## config.mk

```make
export PLATFORM = sky130hd
export DESIGN_NAME = button_press_hold_release_events
export DESIGN_NICKNAME = d
export VERILOG_FILES = /design/src/hw/rtl/bphr_pkg.sv /design/src/hw/rtl/bphr_front.sv /design/src/hw/rtl/bphr_queue.sv /design/src/hw/rtl/bphr_back.sv /design/src/hw/rtl/button_press_hold_release_events.sv
export SDC_FILE = /design/constraint.sdc
export NUM_CORES = 1
export LEC_CHECK = 0
export BUFFER_PORTS_ARGS = -buffer_cell sky130_fd_sc_hd__buf_2
export CORE_MARGIN = 5
export CORE_UTILIZATION = 45
export CTS_BUF_LIST = sky130_fd_sc_hd__clkbuf_8
export DETAILED_ROUTE_END_ITERATION = 12
export HOLD_SLACK_MARGIN = 0.1
export PLACE_DENSITY_LB_ADDON = 0.05
export SLEW_MARGIN = 15
export SYNTH_ARGS = -nofsm -noshare
export SYNTH_HDL_FRONTEND = slang
export SYNTH_HIERARCHICAL = 1
export SYNTH_SLANG_ARGS = --single-unit
```

## constraint.sdc

```tcl
create_clock -name aclk -period 5.59 [get_ports aclk]
set_input_delay 0.2795 -clock aclk [delete_from_list [all_inputs] [get_ports aclk]]
set_output_delay 0.2795 -clock aclk [all_outputs]
set_load 0.02 [all_outputs]
```

## src/hw/rtl/bphr_pkg.sv

```systemverilog
// ----------------------------------------------------------------------------
// bphr_pkg
// Shared types and constants for the button press / hold / release event block.
// ----------------------------------------------------------------------------
package bphr_pkg;

    localparam int LANES  = 8;
    localparam int PIN_W  = 8;
    localparam int IDX_W  = 3;
    localparam int KIND_W = 2;
    localparam int CNT_W  = 8;
    localparam int MASK_W = 8;
    localparam int DATA_W = 32;

    localparam logic [CNT_W-1:0]  COUNT_MAX    = 8'hff;

    localparam logic [KIND_W-1:0] KIND_PRESS   = 2'd0;
    localparam logic [KIND_W-1:0] KIND_RELEASE = 2'd1;
    localparam logic [KIND_W-1:0] KIND_HOLD    = 2'd2;

    typedef logic [LANES-1:0][CNT_W-1:0] cnt_vec_t;

    // one classified scan tick, queued between the front and back parts
    typedef struct packed {
        logic [MASK_W-1:0] ev_mask;   // buttons that give an event this tick
        logic [MASK_W-1:0] now_mask;  // buttons pressed now
        logic [MASK_W-1:0] was_mask;  // buttons pressed before this tick
        logic [MASK_W-1:0] held_mask; // held bits after this tick
        cnt_vec_t          cnt;       // hold counters before this tick
    } tick_rec_t;

endpackage

```

## src/hw/rtl/bphr_front.sv

```systemverilog
// ----------------------------------------------------------------------------
// bphr_front
// Accepts scan ticks, updates the per-button state and classifies the tick.
// ----------------------------------------------------------------------------
module bphr_front #(
    parameter int NUM_BUTTONS = 8
) (
    input  logic                         aclk,
    input  logic                         aresetn,
    input  logic                         s_tvalid,
    output logic                         s_tready,
    input  logic [bphr_pkg::PIN_W-1:0]   s_tdata,   // [7:0] pin_levels
    input  logic                         q_full,
    output logic                         push,
    output bphr_pkg::tick_rec_t          push_rec
);

    localparam logic [bphr_pkg::MASK_W-1:0] ACTIVE_MASK =
        bphr_pkg::MASK_W'((9'd1 << NUM_BUTTONS) - 9'd1);

    logic [bphr_pkg::MASK_W-1:0] press_reg;
    logic [bphr_pkg::MASK_W-1:0] press_next;
    logic [bphr_pkg::MASK_W-1:0] hold_reg;
    logic [bphr_pkg::MASK_W-1:0] hold_next;
    logic [bphr_pkg::CNT_W-1:0]  cnt_reg  [NUM_BUTTONS];
    logic [bphr_pkg::CNT_W-1:0]  cnt_next [NUM_BUTTONS];

    logic                        accept;
    logic [bphr_pkg::MASK_W-1:0] now_mask;

    assign s_tready = !q_full;
    assign accept   = s_tvalid && s_tready;
    assign now_mask = ~s_tdata & ACTIVE_MASK;

    always_comb begin
        press_next = now_mask;
        hold_next  = now_mask & press_reg;
        for (int b = 0; b < NUM_BUTTONS; b++) begin
            if (!now_mask[b]) begin
                cnt_next[b] = '0;
            end else if (press_reg[b] && cnt_reg[b] != bphr_pkg::COUNT_MAX) begin
                cnt_next[b] = cnt_reg[b] + 1'b1;
            end else begin
                cnt_next[b] = cnt_reg[b];
            end
        end
    end

    always_comb begin
        push_rec           = '0;
        push_rec.ev_mask   = now_mask | press_reg;
        push_rec.now_mask  = now_mask;
        push_rec.was_mask  = press_reg;
        push_rec.held_mask = hold_next;
        for (int b = 0; b < NUM_BUTTONS; b++) begin
            push_rec.cnt[b] = cnt_reg[b];
        end
    end

    // quiet ticks update nothing visible and are dropped here
    assign push = accept && (push_rec.ev_mask != '0);

    always_ff @(posedge aclk) begin
        if (!aresetn) begin
            press_reg <= '0;
            hold_reg  <= '0;
            for (int b = 0; b < NUM_BUTTONS; b++) begin
                cnt_reg[b] <= '0;
            end
        end else if (accept) begin
            press_reg <= press_next;
            hold_reg  <= hold_next;
            for (int b = 0; b < NUM_BUTTONS; b++) begin
                cnt_reg[b] <= cnt_next[b];
            end
        end
    end

`ifndef SYNTHESIS
    // hold bits only ever sit on pressed buttons
    assert property (@(posedge aclk) disable iff (!aresetn)
        (hold_reg & ~press_reg) == '0)
        else $error("hold bit set on a released button");
`endif

endmodule

```

## src/hw/rtl/bphr_queue.sv

```systemverilog
// ----------------------------------------------------------------------------
// bphr_queue
// Two-entry queue of classified ticks between the front and back parts.
// ----------------------------------------------------------------------------
module bphr_queue (
    input  logic                aclk,
    input  logic                aresetn,
    input  logic                push,
    input  bphr_pkg::tick_rec_t push_rec,
    output logic                full,
    output logic                q_valid,
    output bphr_pkg::tick_rec_t q_rec,
    input  logic                pop
);

    localparam logic [1:0] DEPTH = 2'd2;

    bphr_pkg::tick_rec_t mem [2];
    logic       wr_ptr_reg;
    logic       wr_ptr_next;
    logic       rd_ptr_reg;
    logic       rd_ptr_next;
    logic [1:0] count_reg;
    logic [1:0] count_next;

    assign full    = (count_reg == DEPTH);
    assign q_valid = (count_reg != 2'd0);
    assign q_rec   = mem[rd_ptr_reg];

    always_comb begin
        wr_ptr_next = push ? !wr_ptr_reg : wr_ptr_reg;
        rd_ptr_next = pop  ? !rd_ptr_reg : rd_ptr_reg;
        count_next  = count_reg + {1'b0, push} - {1'b0, pop};
    end

    always_ff @(posedge aclk) begin
        if (push) begin
            mem[wr_ptr_reg] <= push_rec;
        end
    end

    always_ff @(posedge aclk) begin
        if (!aresetn) begin
            wr_ptr_reg <= 1'b0;
            rd_ptr_reg <= 1'b0;
            count_reg  <= 2'd0;
        end else begin
            wr_ptr_reg <= wr_ptr_next;
            rd_ptr_reg <= rd_ptr_next;
            count_reg  <= count_next;
        end
    end

`ifndef SYNTHESIS
    assert property (@(posedge aclk) disable iff (!aresetn)
        !(push && full))
        else $error("push into a full queue");
    assert property (@(posedge aclk) disable iff (!aresetn)
        !(pop && !q_valid))
        else $error("pop from an empty queue");
    assert property (@(posedge aclk) disable iff (!aresetn)
        (count_reg != 2'd3) && ((count_reg == 2'd0) == (wr_ptr_reg == rd_ptr_reg)
            || count_reg == DEPTH))
        else $error("queue count and pointers disagree");
`endif

endmodule

```

## src/hw/rtl/bphr_back.sv

```systemverilog
// ----------------------------------------------------------------------------
// bphr_back
// Walks the queued tick's event mask and sends one event per cycle while the output is not stalled.
// ----------------------------------------------------------------------------
module bphr_back (
    input  logic                          aclk,
    input  logic                          aresetn,
    input  logic                          q_valid,
    input  bphr_pkg::tick_rec_t           q_rec,
    output logic                          pop,
    output logic                          m_tvalid,
    input  logic                          m_tready,
    output logic [bphr_pkg::DATA_W-1:0]   m_tdata,
    output logic                          m_tlast
);

    logic                          cur_valid_reg;
    logic                          cur_valid_next;
    logic [bphr_pkg::MASK_W-1:0]   rem_reg;
    logic [bphr_pkg::MASK_W-1:0]   rem_next;
    bphr_pkg::tick_rec_t           rec_reg;

    logic                          out_valid_reg;
    logic [bphr_pkg::DATA_W-1:0]   out_data_reg;
    logic                          out_last_reg;

    logic [bphr_pkg::MASK_W-1:0]   sel_bit;
    logic [bphr_pkg::MASK_W-1:0]   rem_after;
    logic [bphr_pkg::IDX_W-1:0]    sel_idx;
    logic [bphr_pkg::KIND_W-1:0]   sel_kind;
    logic [bphr_pkg::CNT_W-1:0]    sel_cnt;
    logic                          is_last;
    logic                          out_ready;
    logic                          emit;
    logic                          load;
    logic [bphr_pkg::DATA_W-1:0]   ev_data;

    // lowest remaining button first
    assign sel_bit   = rem_reg & (~rem_reg + 1'b1);
    assign rem_after = rem_reg & ~sel_bit;
    assign is_last   = (rem_after == '0);

    always_comb begin
        sel_idx = '0;
        for (int i = bphr_pkg::LANES - 1; i >= 0; i--) begin
            if (rem_reg[i]) begin
                sel_idx = bphr_pkg::IDX_W'(i);
            end
        end
    end

    always_comb begin
        priority if (rec_reg.now_mask[sel_idx] && rec_reg.was_mask[sel_idx]) begin
            sel_kind = bphr_pkg::KIND_HOLD;
        end else if (rec_reg.now_mask[sel_idx]) begin
            sel_kind = bphr_pkg::KIND_PRESS;
        end else begin
            sel_kind = bphr_pkg::KIND_RELEASE;
        end
    end

    assign sel_cnt = (sel_kind == bphr_pkg::KIND_HOLD) ? rec_reg.cnt[sel_idx] : '0;

    assign ev_data = {3'b000, rec_reg.held_mask, rec_reg.now_mask,
                      sel_cnt, sel_kind, sel_idx};

    assign out_ready = !out_valid_reg || m_tready;
    assign emit      = cur_valid_reg && out_ready;
    assign load      = q_valid && (!cur_valid_reg || (emit && is_last));
    assign pop       = load;

    always_comb begin
        cur_valid_next = cur_valid_reg;
        rem_next       = rem_reg;
        if (load) begin
            cur_valid_next = 1'b1;
            rem_next       = q_rec.ev_mask;
        end else if (emit) begin
            cur_valid_next = !is_last;
            rem_next       = rem_after;
        end
    end

    always_ff @(posedge aclk) begin
        if (load) begin
            rec_reg <= q_rec;
        end
        if (emit) begin
            out_data_reg <= ev_data;
            out_last_reg <= is_last;
        end
    end

    always_ff @(posedge aclk) begin
        if (!aresetn) begin
            cur_valid_reg <= 1'b0;
            rem_reg       <= '0;
            out_valid_reg <= 1'b0;
        end else begin
            cur_valid_reg <= cur_valid_next;
            rem_reg       <= rem_next;
            if (emit) begin
                out_valid_reg <= 1'b1;
            end else if (m_tready) begin
                out_valid_reg <= 1'b0;
            end
        end
    end

    assign m_tvalid = out_valid_reg;
    assign m_tdata  = out_data_reg;
    assign m_tlast  = out_last_reg;

`ifndef SYNTHESIS
    // a tick being walked always has an event left
    assert property (@(posedge aclk) disable iff (!aresetn)
        cur_valid_reg |-> (rem_reg != '0))
        else $error("active tick with empty event mask");
    // remaining events are a subset of the tick's event mask
    assert property (@(posedge aclk) disable iff (!aresetn)
        cur_valid_reg |-> ((rem_reg & ~rec_reg.ev_mask) == '0))
        else $error("remaining mask outside event mask");
`endif

endmodule

```

## src/hw/rtl/button_press_hold_release_events.sv

```systemverilog
// ----------------------------------------------------------------------------
// button_press_hold_release_events
// Press, hold and release event detector for up to eight scanned buttons.
// ----------------------------------------------------------------------------
// Each input transaction is one scan tick of active-low pin levels. The front
// part takes a tick in every cycle while its two-entry tick queue has room,
// updates the pressed and held bits and the saturating hold counters at once,
// and queues the tick if it gives any event. The back part sends one event per
// cycle while the output is not stalled, lowest button first, through an output
// register, marking the tick's final event with tlast. A tick gives at most
// NUM_BUTTONS events and quiet ticks give none; a tick's first event passes
// through the tick queue, the back part's tick register and the output register.
module button_press_hold_release_events #(
    parameter int NUM_BUTTONS = 8
) (
    input  logic                        aclk,
    input  logic                        aresetn,
    input  logic                        s_tvalid,
    output logic                        s_tready,
    input  logic [bphr_pkg::PIN_W-1:0]  s_tdata,   // [7:0] pin_levels
    output logic                        m_tvalid,
    input  logic                        m_tready,
    // [2:0] button_index, [4:3] event_kind, [12:5] hold_count,
    // [20:13] pressed_mask, [28:21] held_mask, [31:29] zero
    output logic [bphr_pkg::DATA_W-1:0] m_tdata,
    output logic                        m_tlast    // last event of the tick
);

    logic                q_full;
    logic                push;
    bphr_pkg::tick_rec_t push_rec;
    logic                q_valid;
    bphr_pkg::tick_rec_t q_rec;
    logic                pop;

    bphr_front #(
        .NUM_BUTTONS (NUM_BUTTONS)
    ) u_front (
        .aclk     (aclk),
        .aresetn  (aresetn),
        .s_tvalid (s_tvalid),
        .s_tready (s_tready),
        .s_tdata  (s_tdata),
        .q_full   (q_full),
        .push     (push),
        .push_rec (push_rec)
    );

    bphr_queue u_queue (
        .aclk     (aclk),
        .aresetn  (aresetn),
        .push     (push),
        .push_rec (push_rec),
        .full     (q_full),
        .q_valid  (q_valid),
        .q_rec    (q_rec),
        .pop      (pop)
    );

    bphr_back u_back (
        .aclk     (aclk),
        .aresetn  (aresetn),
        .q_valid  (q_valid),
        .q_rec    (q_rec),
        .pop      (pop),
        .m_tvalid (m_tvalid),
        .m_tready (m_tready),
        .m_tdata  (m_tdata),
        .m_tlast  (m_tlast)
    );

endmodule

```

After elaboration in Yosys (flattened, before gate mapping)
Memories as Yosys holds them, arrays and structs flattened. A register that Yosys moved wholly into a read port is not among the register bits.
Cells that the tools add are included.
{ "totals": {"ram_bits": 256, "word_cells": 141, "regBits": 140, "mem_count": 2} }
{ "memory_table": {"columns": ["memory", "depth", "word_bits", "rd", "rd_clocked_by_memory_dff", "wr", "line", "text"], "rows": [
  ["u_queue.mem", 2, 96, 1, 1, 1, "bphr_queue.sv:18", "bphr_pkg::tick_rec_t mem [2];"],
  ["u_front.cnt_reg", 8, 8, 8, 0, 8, "bphr_front.sv:25", "logic [bphr_pkg::CNT_W-1:0] cnt_reg [NUM_BUTTONS];"]
]} }
{ "op_classes": {"n_reduce_logical": 27, "n_mux": 54, "bitwise": 15, "addsub": 11, "n_eq_ne": 10, "n_lt_le_gt_ge": 1} }
{ "op_table": {"columns": ["op", "n"], "rows": [
  ["8-bit 2-to-1 mux", 27],
  ["8-bit by 1-bit adder with 8-bit output, second input constant", 9],
  ["8-bit inequality test, second input constant", 8],
  ["8-bit AND", 3],
  ["8-bit binary-select mux with 3-bit select", 1],
  ["3-bit 2-to-1 mux", 8],
  ["8-bit NOT", 3],
  ["1-bit 2-to-1 mux", 15],
  ["1-bit logical AND", 14],
  ["8-bit zero test", 1],
  ["1-bit bitwise OR", 8],
  ["8-bit bitwise OR", 1],
  ["8-bit nonzero test", 1],
  ["1-bit binary-select mux with 3-bit select", 2],
  ["1-bit zero test", 6],
  ["2-bit nonzero test", 3],
  ["2-bit == test, second input constant", 2],
  ["3-bit by 4-bit less-than comparator with 1-bit output, second input constant", 1],
  ["2-bit by 1-bit adder with 2-bit output", 1],
  ["1-bit logical OR", 2],
  ["2-bit 2-to-1 mux", 1],
  ["2-bit by 1-bit subtractor with 2-bit output", 1]
]} }

Longest topological paths before layout
Gate-level depths: netlist of the first run.
{ "depth": {"ltp_word": 13, "ltp_mapped": 12} }

Cells and area by module
Netlist of the first run, hierarchy kept.
{ "by_module_without_submodules": {"columns": ["module", "n_inst", "seq_area_each_um2", "area_each_um2", "cells_each"], "rows": [
  ["bphr_queue", 1, 5865.6, 7355.8, 320],
  ["bphr_back", 1, 3743.6, 4966.0, 308],
  ["bphr_front", 1, 2082.0, 3738.6, 352]
]} }

Worst setup path before layout of the first run
No wires, ideal clock.
{ "synth_path": {"path_type": "register to register", "from": "register u_queue.count_reg[1]", "to": "memory u_queue/mem[0][0] (netlist bit) (enable)", "setup_ns": 0.563, "arrival_time_ns": 5.313, "stages_incl_launch_ff": 6, "slack_ns": -0.287, "path_buffers": 0, "cell_sequence": "dfxtp_1 nor2b_1 and2b_4 inv_1 a31oi_1 nor2b_1"} }
{ "synth_via": {"elab_chain_cells": 6} }
{ "synth_lines": {"columns": ["item", "line", "text"], "rows": [
  ["start, declared", "bphr_queue.sv:23", "logic [1:0] count_reg;"],
  ["start signal, assigned", "bphr_queue.sv:50", "count_reg <= count_next;"],
  ["2-bit == test", "bphr_queue.sv:26", "assign full = (count_reg == DEPTH);"],
  ["named net q_full", "button_press_hold_release_events.sv:29", "logic q_full;"],
  ["1-bit zero test", "bphr_front.sv:31", "assign s_tready = !q_full;"],
  ["1-bit logical AND", "bphr_front.sv:32", "assign accept = s_tvalid && s_tready;"],
  ["1-bit logical AND", "bphr_front.sv:61", "assign push = accept && (push_rec.ev_mask != '0);"],
  ["named net push", "button_press_hold_release_events.sv:30", "logic push;"],
  ["1-bit 2-to-1 mux", "bphr_queue.sv:37", "if (push) begin"],
  ["1-bit 2-to-1 mux (not written as such)", "bphr_queue.sv:38", "mem[wr_ptr_reg] <= push_rec;"],
  ["end, declared", "bphr_queue.sv:18", null]
]} }
The timed path passes the listed nets, and every way through them passes these cells.

Worst setup path in the final report of the first run
{ "layout_path": {"from": "register u_back/rem_reg[0] (netlist bit)", "to": "register u_queue.count_reg[1]"} }
{ "layout_via": {"elab_chain_cells": 10} }
{ "layout_lines": {"columns": ["item", "line", "text"], "rows": [
  ["start, declared", "bphr_back.sv:19", "logic [bphr_pkg::MASK_W-1:0] rem_reg;"],
  ["start signal, assigned", "bphr_back.sv:101", "rem_reg <= rem_next;"],
  ["8-bit NOT", "bphr_back.sv:39", "assign sel_bit = rem_reg & (~rem_reg + 1'b1);"],
  ["8-bit by 1-bit adder with 8-bit output", "bphr_back.sv:39", null],
  ["8-bit AND", "bphr_back.sv:39", null],
  ["8-bit NOT", "bphr_back.sv:40", "assign rem_after = rem_reg & ~sel_bit;"],
  ["8-bit AND *", "bphr_back.sv:40", null],
  ["8-bit zero test *", "bphr_back.sv:41", "assign is_last = (rem_after == '0);"],
  ["1-bit logical AND *", "bphr_back.sv:69", "assign load = q_valid && (!cur_valid_reg || (emit && is_last));"],
  ["1-bit logical OR *", "bphr_back.sv:69", null],
  ["1-bit logical AND *", "bphr_back.sv:69", null],
  ["named net pop", "button_press_hold_release_events.sv:34", "logic pop;"],
  ["2-bit by 1-bit subtractor with 2-bit output *", "bphr_queue.sv:33", "count_next = count_reg + {1'b0, push} - {1'b0, pop};"]
]} }
Mark *: on every way through the listed nets, which the timed path passes. The rest lies on a longest branch.
A chain may end at the register's enable or synchronous reset.

==> results of run 1 <==
[how the worst max path moves through the flow]
| stage | to | depth (start not counted) | slack [ns] |
|---|---|---|---|
| after floorplan | u_queue/count_reg[1] | 12 | 0.59 |
| after global placement | u_queue/count_reg[1] | 10 | 1.92 |
| after detailed placement | u_queue/count_reg[1] | 10 | 1.86 |
| after CTS | u_queue/count_reg[1] | 10 | 1.82 |
| after global routing | u_queue/count_reg[1] | 10 | 1.57 |
| final | u_queue/count_reg[1] | 10 | 1.79 |
[cell usage in the layout (no fill, tap or decap), drive strengths merged, types with 9 or more instances in the layout]
cell and instances:
edfxtp 374, or3 25, nor3 12, nand2 28, ha 10, a21oi 32
mux2i 40, and2 13, mux2 98, xor2 17, nand3 64, o21ai 33
nand4 23, nand2b 9, clkinv 27, buf 55, nor2b 19, clkbuf 74
dfxtp 23, dlygate4sd3 9, nor2 43, inv 37
[power by group]
| part | switching, W | internal, W |
|---|---|---|
| registers | 0.000454 | 0.00434 |
| clock network | 0.00113 | 0.00131 |
| logic | 0.00160 | 0.000969 |
| total | 0.00319 | 0.00663 |
[stage by stage]
step           cell area (sq um)  hold WS (ns)
3_5_place_dp               16700         0.405
2_1_floorplan              16100         0.397
3_3_place_gp               16700         0.402
4_1_cts                    18100         0.249
6_report                   18100         0.296
5_1_grt                    18100         0.271
[layout make-up]
class / instances / area, sq um / area share, %
tap: 461 / 577 / 3.19
inverter: 19 / 71.3 / 0.394
sequential: 397 / 11700 / 64.6
clock inverter: 51 / 267 / 1.47
multi-input combinational: 531 / 4050 / 22.4
timing repair buffer: 64 / 408 / 2.25
antenna: 1 / 2.50 / 0.0138
clock buffer: 74 / 1020 / 5.63
[routing by layer]
metal	wire [um]	vias up	global-route usage, %
met5	0	-	0
met4	946	0	6.33
met3	1380	69	3.64
met2	15600	192	26.9
met1	15200	4201	23.7
li1	-	3994	-
[cell families after synthesis]
| kind of cell | Yosys count |
|---|---|
| muxes | 138 |
| adders and majority gates | 11 |
| buffers and inverters | 54 |
| and+or+nand+nor | 258 |
| DFF | 397 |
| other | 1 |
| AOI/OAI and AO/OA | 95 |
| xor gates and xnor gates | 26 |
[what timing repair did]
item / in CTS / in global routing
endpoints found under the hold margin: 41 / 0
endpoints found under the setup margin: 0 / 0
hold buffers: 9 / 0
==> impl_metrics.json, run 1 <==
{
  "rsz0062_at_grt": "no",
  "cts_buffers": 71,
  "largest_register_ffs": 192,
  "post-route-period-util_pct": 68.0,
  "ant_nets": 0,
  "synthTopCellsByCount": "edfxtp_1 (374), nand3_1 (64), mux2_2 (58), nor2_1 (43)",
  "root_buffer": "clkbuf_8",
  "numPortBuffers": 43,
  "reg2reg_from": "u_back/rem_reg[0]",
  "area_delta_synth_final_pct": 12.6,
  "slew_viol_final": 0,
  "ys_types": 61,
  "synth_edf_count": 374,
  "critical_path_buf_inv_count": 1,
  "num_vias": 8456,
  "rr_endpoint": "u_queue/count_reg[1]",
  "hp-class": "in -> reg",
  "setup_tns_ns": 0,
  "dp_slack_ns": 1.86,
  "cp-end-kind": "flop",
  "synth-main-ff-cell": "edfxtp_1",
  "postSynthCellCount": 980,
  "crit_path_start": "u_back/rem_reg[0]",
  "dr.first_iter.drc_count": 472,
  "grt_overflow": 0,
  "min_period_ns": 3.80,
  "cp.required_ns": 6.11,
  "synth_top_family_by_area": "multiplexers",
  "crit_arrival_ns": 4.32,
  "max_cap_viol_count": 0,
  "worstSkewPairLatency_ns": 0.60,
  "clock_sinks": 397,
  "post-route-util_pct": 51.1,
  "cts_tree": "yes",
  "n_fill_cell": 2981,
  "synthTopCellsByArea": "edfxtp_1 (70%), mux2_2 (4.1%), mux2_4 (3.7%), dfxtp_1 (2.9%), mux2i_1 (2.5%)",
  "cts_post_setup_buffers_inserted": 0,
  "final_nets": 1106,
  "clock_path_buffers": 3,
  "start_kind": "flop",
  "netlist_area_sq_mm": 0.0161,
  "powerDensity_mw_per_mm2": 543,
  "peakVddDrop_mv": 0.293,
  "critPathMaxFanout": 41,
  "synth-xor-area-share_pct": 1.50,
  "crit_chain": "or4_1 -> a2111oi_0 -> o32ai_1 -> o21a_1 -> and2b_4 -> ha_1 -> inv_1 -> ha_1 -> xnor3_1 -> nor2b_1",
  "cts_max_level": 3,
  "post-synth-top-count-cell": "edfxtp_1",
  "gp_congestion": 0.787,
  "viasPerCell": 5.29,
  "fin_cells": 1598,
  "worstHoldStart": "aresetn",
  "max_slew_margin_pct": 33.2,
  "p_total_w": 0.00982,
  "whs_path_depth": 2,
  "die_area_sq_mm": 0.0396,
  "ys_seq_elements": 397,
  "first_pass_iters": 5,
  "grt_pass1_vias": 8596,
  "dp.cells": 1463,
  "cp_top_family": "simple AND/OR/NAND/NOR gates",
  "drive_gt1_share_pct": 22.4,
  "crit_type": "reg -> reg",
  "leakage_nw": 6.36,
  "fin_skew_ns": 0.0257,
  "drcViolationCount": 0,
  "muxShareOfSynthArea_pct": 10.3,
  "setup_slack_ns": 1.79,
  "reg2reg_depth": 10,
  "yosys_warnings": 6,
  "avgSynthCellArea_sq_um": 16.4,
  "ys_seq_area_share_pct": 72.8,
  "drt-wirelength-per-cell_um": 20.8,
  "grt_pass1_wl_um": 51100,
  "max_slew.worst_pin.slew_ns": 0.974,
  "synthAdderAreaFrac_pct": 0.841,
  "core_sq_mm": 0.0354,
  "cts.clk_slew.worst_paths_ns": 0.05,
  "synth_top_area_share_pct": 69.9,
  "async_flop_share_pct": 0,
  "fp.dieH_um": 199,
  "cpPeakStageDelay_ns": 0.71,
  "pin_count": 47,
  "synthSimpleGateAreaFrac_pct": 8.76,
  "wl_um": 33200,
  "synth_compound_area_share_pct": 3.63,
  "start_util_pct": 45.4,
  "synth_top_cell_by_area": "edfxtp_1",
  "hold_path_end": "u_front/press_reg[7]",
  "setup_viol": 0,
  "grt_max_degree": 51,
  "track_usage_pct": 17.1,
  "status": "complete, no violations",
  "rows": 69,
  "antenna_found_initial": 0,
  "place_hpwl_um": 21000,
  "cts_resized": 0,
  "dieWidth_um": 199,
  "cpMostUsedCell": "ha_1",
  "cp_slowest_cell": "and2b_4",
  "rrSetupSlack_ns": 1.79,
  "hold_viol_final": 0,
  "timing.fmax_mhz": 263
}
Note: power is estimated with default switching activity, not from simulation.
==> run 2, diff against run 1 <==
--- a/config.mk
+++ b/config.mk
@@ -5,6 +5,7 @@
 export SDC_FILE = /design/constraint.sdc
 export NUM_CORES = 1
 export LEC_CHECK = 0
+export ABC_AREA = 1
 export BUFFER_PORTS_ARGS = -buffer_cell sky130_fd_sc_hd__buf_2
 export CORE_MARGIN = 5
 export CORE_UTILIZATION = 45
==> constraint.sdc (replaced) <==
create_clock -name aclk -period 3.6 [get_ports aclk]
set_input_delay 0.18 -clock aclk [delete_from_list [all_inputs] [get_ports aclk]]
set_output_delay 0.18 -clock aclk [all_outputs]
set_load 0.02 [all_outputs]
==> run 2 against run 1 <==
Clock skew fell by 0.0033 ns. Global-route usage barely moved. Power rose by 63%. Hold slack got worse by 0.12 ns. Maximum frequency rose by 42%. Sequential share of layout area fell by 2.2 points. Area after synthesis rose by 3.7%. Sequential power rose by 55%. Clock-buffer cell count rose by 1. Synthesized cell count rose by 33%. Core utilization rose by 0.073 points. Critical path depth fell by 5. Critical path type unchanged.
==> impl_metrics.json, run 2 <==
{
  "min_period_ns": 2.67,
  "powerDensity_mw_per_mm2": 852,
  "root_buffer": "clkbuf_8",
  "dp_slack_ns": 0.894,
  "crit_arrival_ns": 2.88,
  "critical_path_buf_inv_count": 2,
  "leakage_nw": 7.28,
  "fin_skew_ns": 0.0223,
  "largest_register_ffs": 192,
  "fp.dieH_um": 202,
  "cp_top_family": "buffers and inverters",
  "cts_post_setup_buffers_inserted": 0,
  "async_flop_share_pct": 0,
  "peakVddDrop_mv": 0.404,
  "dr.first_iter.drc_count": 549,
  "grt_max_degree": 66,
  "postSynthCellCount": 1303,
  "num_vias": 9545,
  "setup_tns_ns": 0,
  "start_util_pct": 45.5,
  "rows": 70,
  "max_cap_viol_count": 0,
  "slew_viol_final": 0,
  "worstSkewPairLatency_ns": 0.59,
  "post-route-period-util_pct": 74.3,
  "track_usage_pct": 17.1,
  "status": "complete, no violations",
  "synth-main-ff-cell": "edfxtp_1",
  "cts.clk_slew.worst_paths_ns": 0.06,
  "cts_buffers": 70,
  "core_sq_mm": 0.0366,
  "synth_edf_count": 374,
  "final_nets": 1437,
  "hp-class": "in -> reg",
  "cp_slowest_cell": "dfxtp_1",
  "critPathMaxFanout": 38,
  "ys_types": 40,
  "first_pass_iters": 5,
  "max_slew_margin_pct": 43.9,
  "ys_seq_elements": 397,
  "avgSynthCellArea_sq_um": 12.8,
  "setup_viol": 0,
  "ant_nets": 0,
  "synthTopCellsByArea": "edfxtp_1 (67%), nand2_1 (5.3%), mux2_2 (3.8%), nand3_1 (3.6%), mux2_4 (3.6%)",
  "final_common_cell": "edfxtp_1",
  "crit_type": "reg -> reg",
  "post-synth-top-count-cell": "edfxtp_1",
  "viasPerCell": 4.96,
  "yosys_warnings": 6,
  "drcViolationCount": 0,
  "cp.required_ns": 3.81,
  "netlist_area_sq_mm": 0.0167,
  "cpPeakStageDelay_ns": 0.59,
  "most-common-layout-cells": "edfxtp_1 (374), nand2_1 (236), inv_1 (174)",
  "max_slew.worst_pin.slew_ns": 0.841,
  "hold_slack_ns": 0.180,
  "cts_tree": "yes",
  "clock_sinks": 397,
  "timing.fmax_mhz": 374,
  "wl_um": 34800,
  "crit_chain": "nand2_1 -> clkinv_4 -> nand3_1 -> a21oi_4 -> buf_4",
  "die_area_sq_mm": 0.0410,
  "final_area_sq_mm": 0.0187,
  "gp_congestion": 0.791,
  "place_hpwl_um": 22800,
  "cts_max_level": 3,
  "ys_seq_area_share_pct": 70.2,
  "hold_viol_final": 0,
  "grt_pass1_vias": 9481,
  "grt_overflow": 0,
  "dieWidth_um": 202,
  "synthTopCellsByCount": "edfxtp_1 (374), nand2_1 (236), inv_1 (151), nand3_1 (121), nor2_1 (118)",
  "cp-end-kind": "flop",
  "synth_top_cell_by_area": "edfxtp_1",
  "start_kind": "flop",
  "antenna_found_initial": 0,
  "synth_top_area_share_pct": 67.4,
  "numPortBuffers": 43,
  "placed_cell_area_sq_mm": 0.0174,
  "drt-wirelength-per-cell_um": 18.1,
  "rsz0062_at_grt": "no",
  "grt_pass1_wl_um": 54000,
  "clock_path_buffers": 3,
  "setup_slack_ns": 0.925,
  "drive_gt1_share_pct": 19.6,
  "area_delta_synth_final_pct": 12.5,
  "pin_count": 47
}
-- run 2: area by class of cell --
cell class,count,area (sq um)
fillers,3239,17900
flip-flops and latches,397,11700
multi-input cells,713,4140
clock buffers,75,1030
inverters,161,612
well taps,468,586
repair buffers,72,523
clock inverters,39,153
diodes,1,2.50
-- run 2: worst paths after layout --
check	start	end	slack (ns)	cells past startpoint
worst max-delay path	u_back/cur_valid_reg	u_back/rec_reg[22]	0.93	5
worst min-delay path	s_tvalid	u_queue/wr_ptr_reg	0.18	5
worst max register to register	u_back/cur_valid_reg	u_back/rec_reg[22]	0.93	5
worst min register to register	u_back/ev_data[24]	u_back/m_tdata[24]	0.42	0
-- run 2: metrics by stage --
stage | util [%] | total power, W | std cells
floorplan | - | 0.0110 | 1305
global placement | 47.6 | 0.0125 | 1800
detailed placement | 47.6 | 0.0125 | 1800
CTS | 51.2 | 0.0162 | 1925
global route | 51.2 | 0.0170 | 1925
finish | 51.2 | 0.0160 | 1926
-- run 2: routing by layer --
| metal | routed length [um] | GRT usage, % | share of wire (%) | vias to the layer above |
|---|---|---|---|---|
| met3 | 1500 | 3.69 | 4.3 | 67 |
| met4 | 1050 | 6.23 | 3.0 | 0 |
| met5 | 0 | 0 | 0 | - |
| met2 | 16200 | 26.9 | 46 | 205 |
| li1 | - | - | - | 4717 |
| met1 | 16100 | 23.7 | 46 | 4556 |
-- run 2: worst min-delay path, cell delays in order --
cell and delay [ns]:
buf_2 0.13, nand2_1 0.14, nor2_1 0.11, nor2_1 0.09
nor2_1 0.05
-- run 2: what timing repair did --
item	in CTS	in global routing
hold endpoints to repair	76	0
endpoints found under the setup margin	0	0
hold buffers	11	0
gates resized for setup	0	0
-- run 2: power breakdown --
group | total, W | internal (W) | switching [W] | leakage (nW)
Combinational | 0.00492 | 0.00170 | 0.00322 | 2.76
Clock | 0.00358 | 0.00189 | 0.00169 | 0.702
Sequential | 0.00746 | 0.00675 | 0.000720 | 3.82
Total | 0.0160 | 0.0103 | 0.00563 | 7.28
-- run 2: cell families (layout without fill, tap and decap cells) --
kind of cell / Yosys count / count (layout) / synth area share, %
adders and majority gates: 10 / 10 / 0.751
buffers and inverters: 195 / 347 / 5.15
muxes: 96 / 96 / 7.39
and+or+nand+nor: 520 / 520 / 13.7
DFF: 397 / 397 / 70.2
AOI/OAI and AO/OA: 82 / 82 / 2.73
xor gates and xnor gates: 2 / 2 / 0.105
other: 1 / 4 / 0.0225
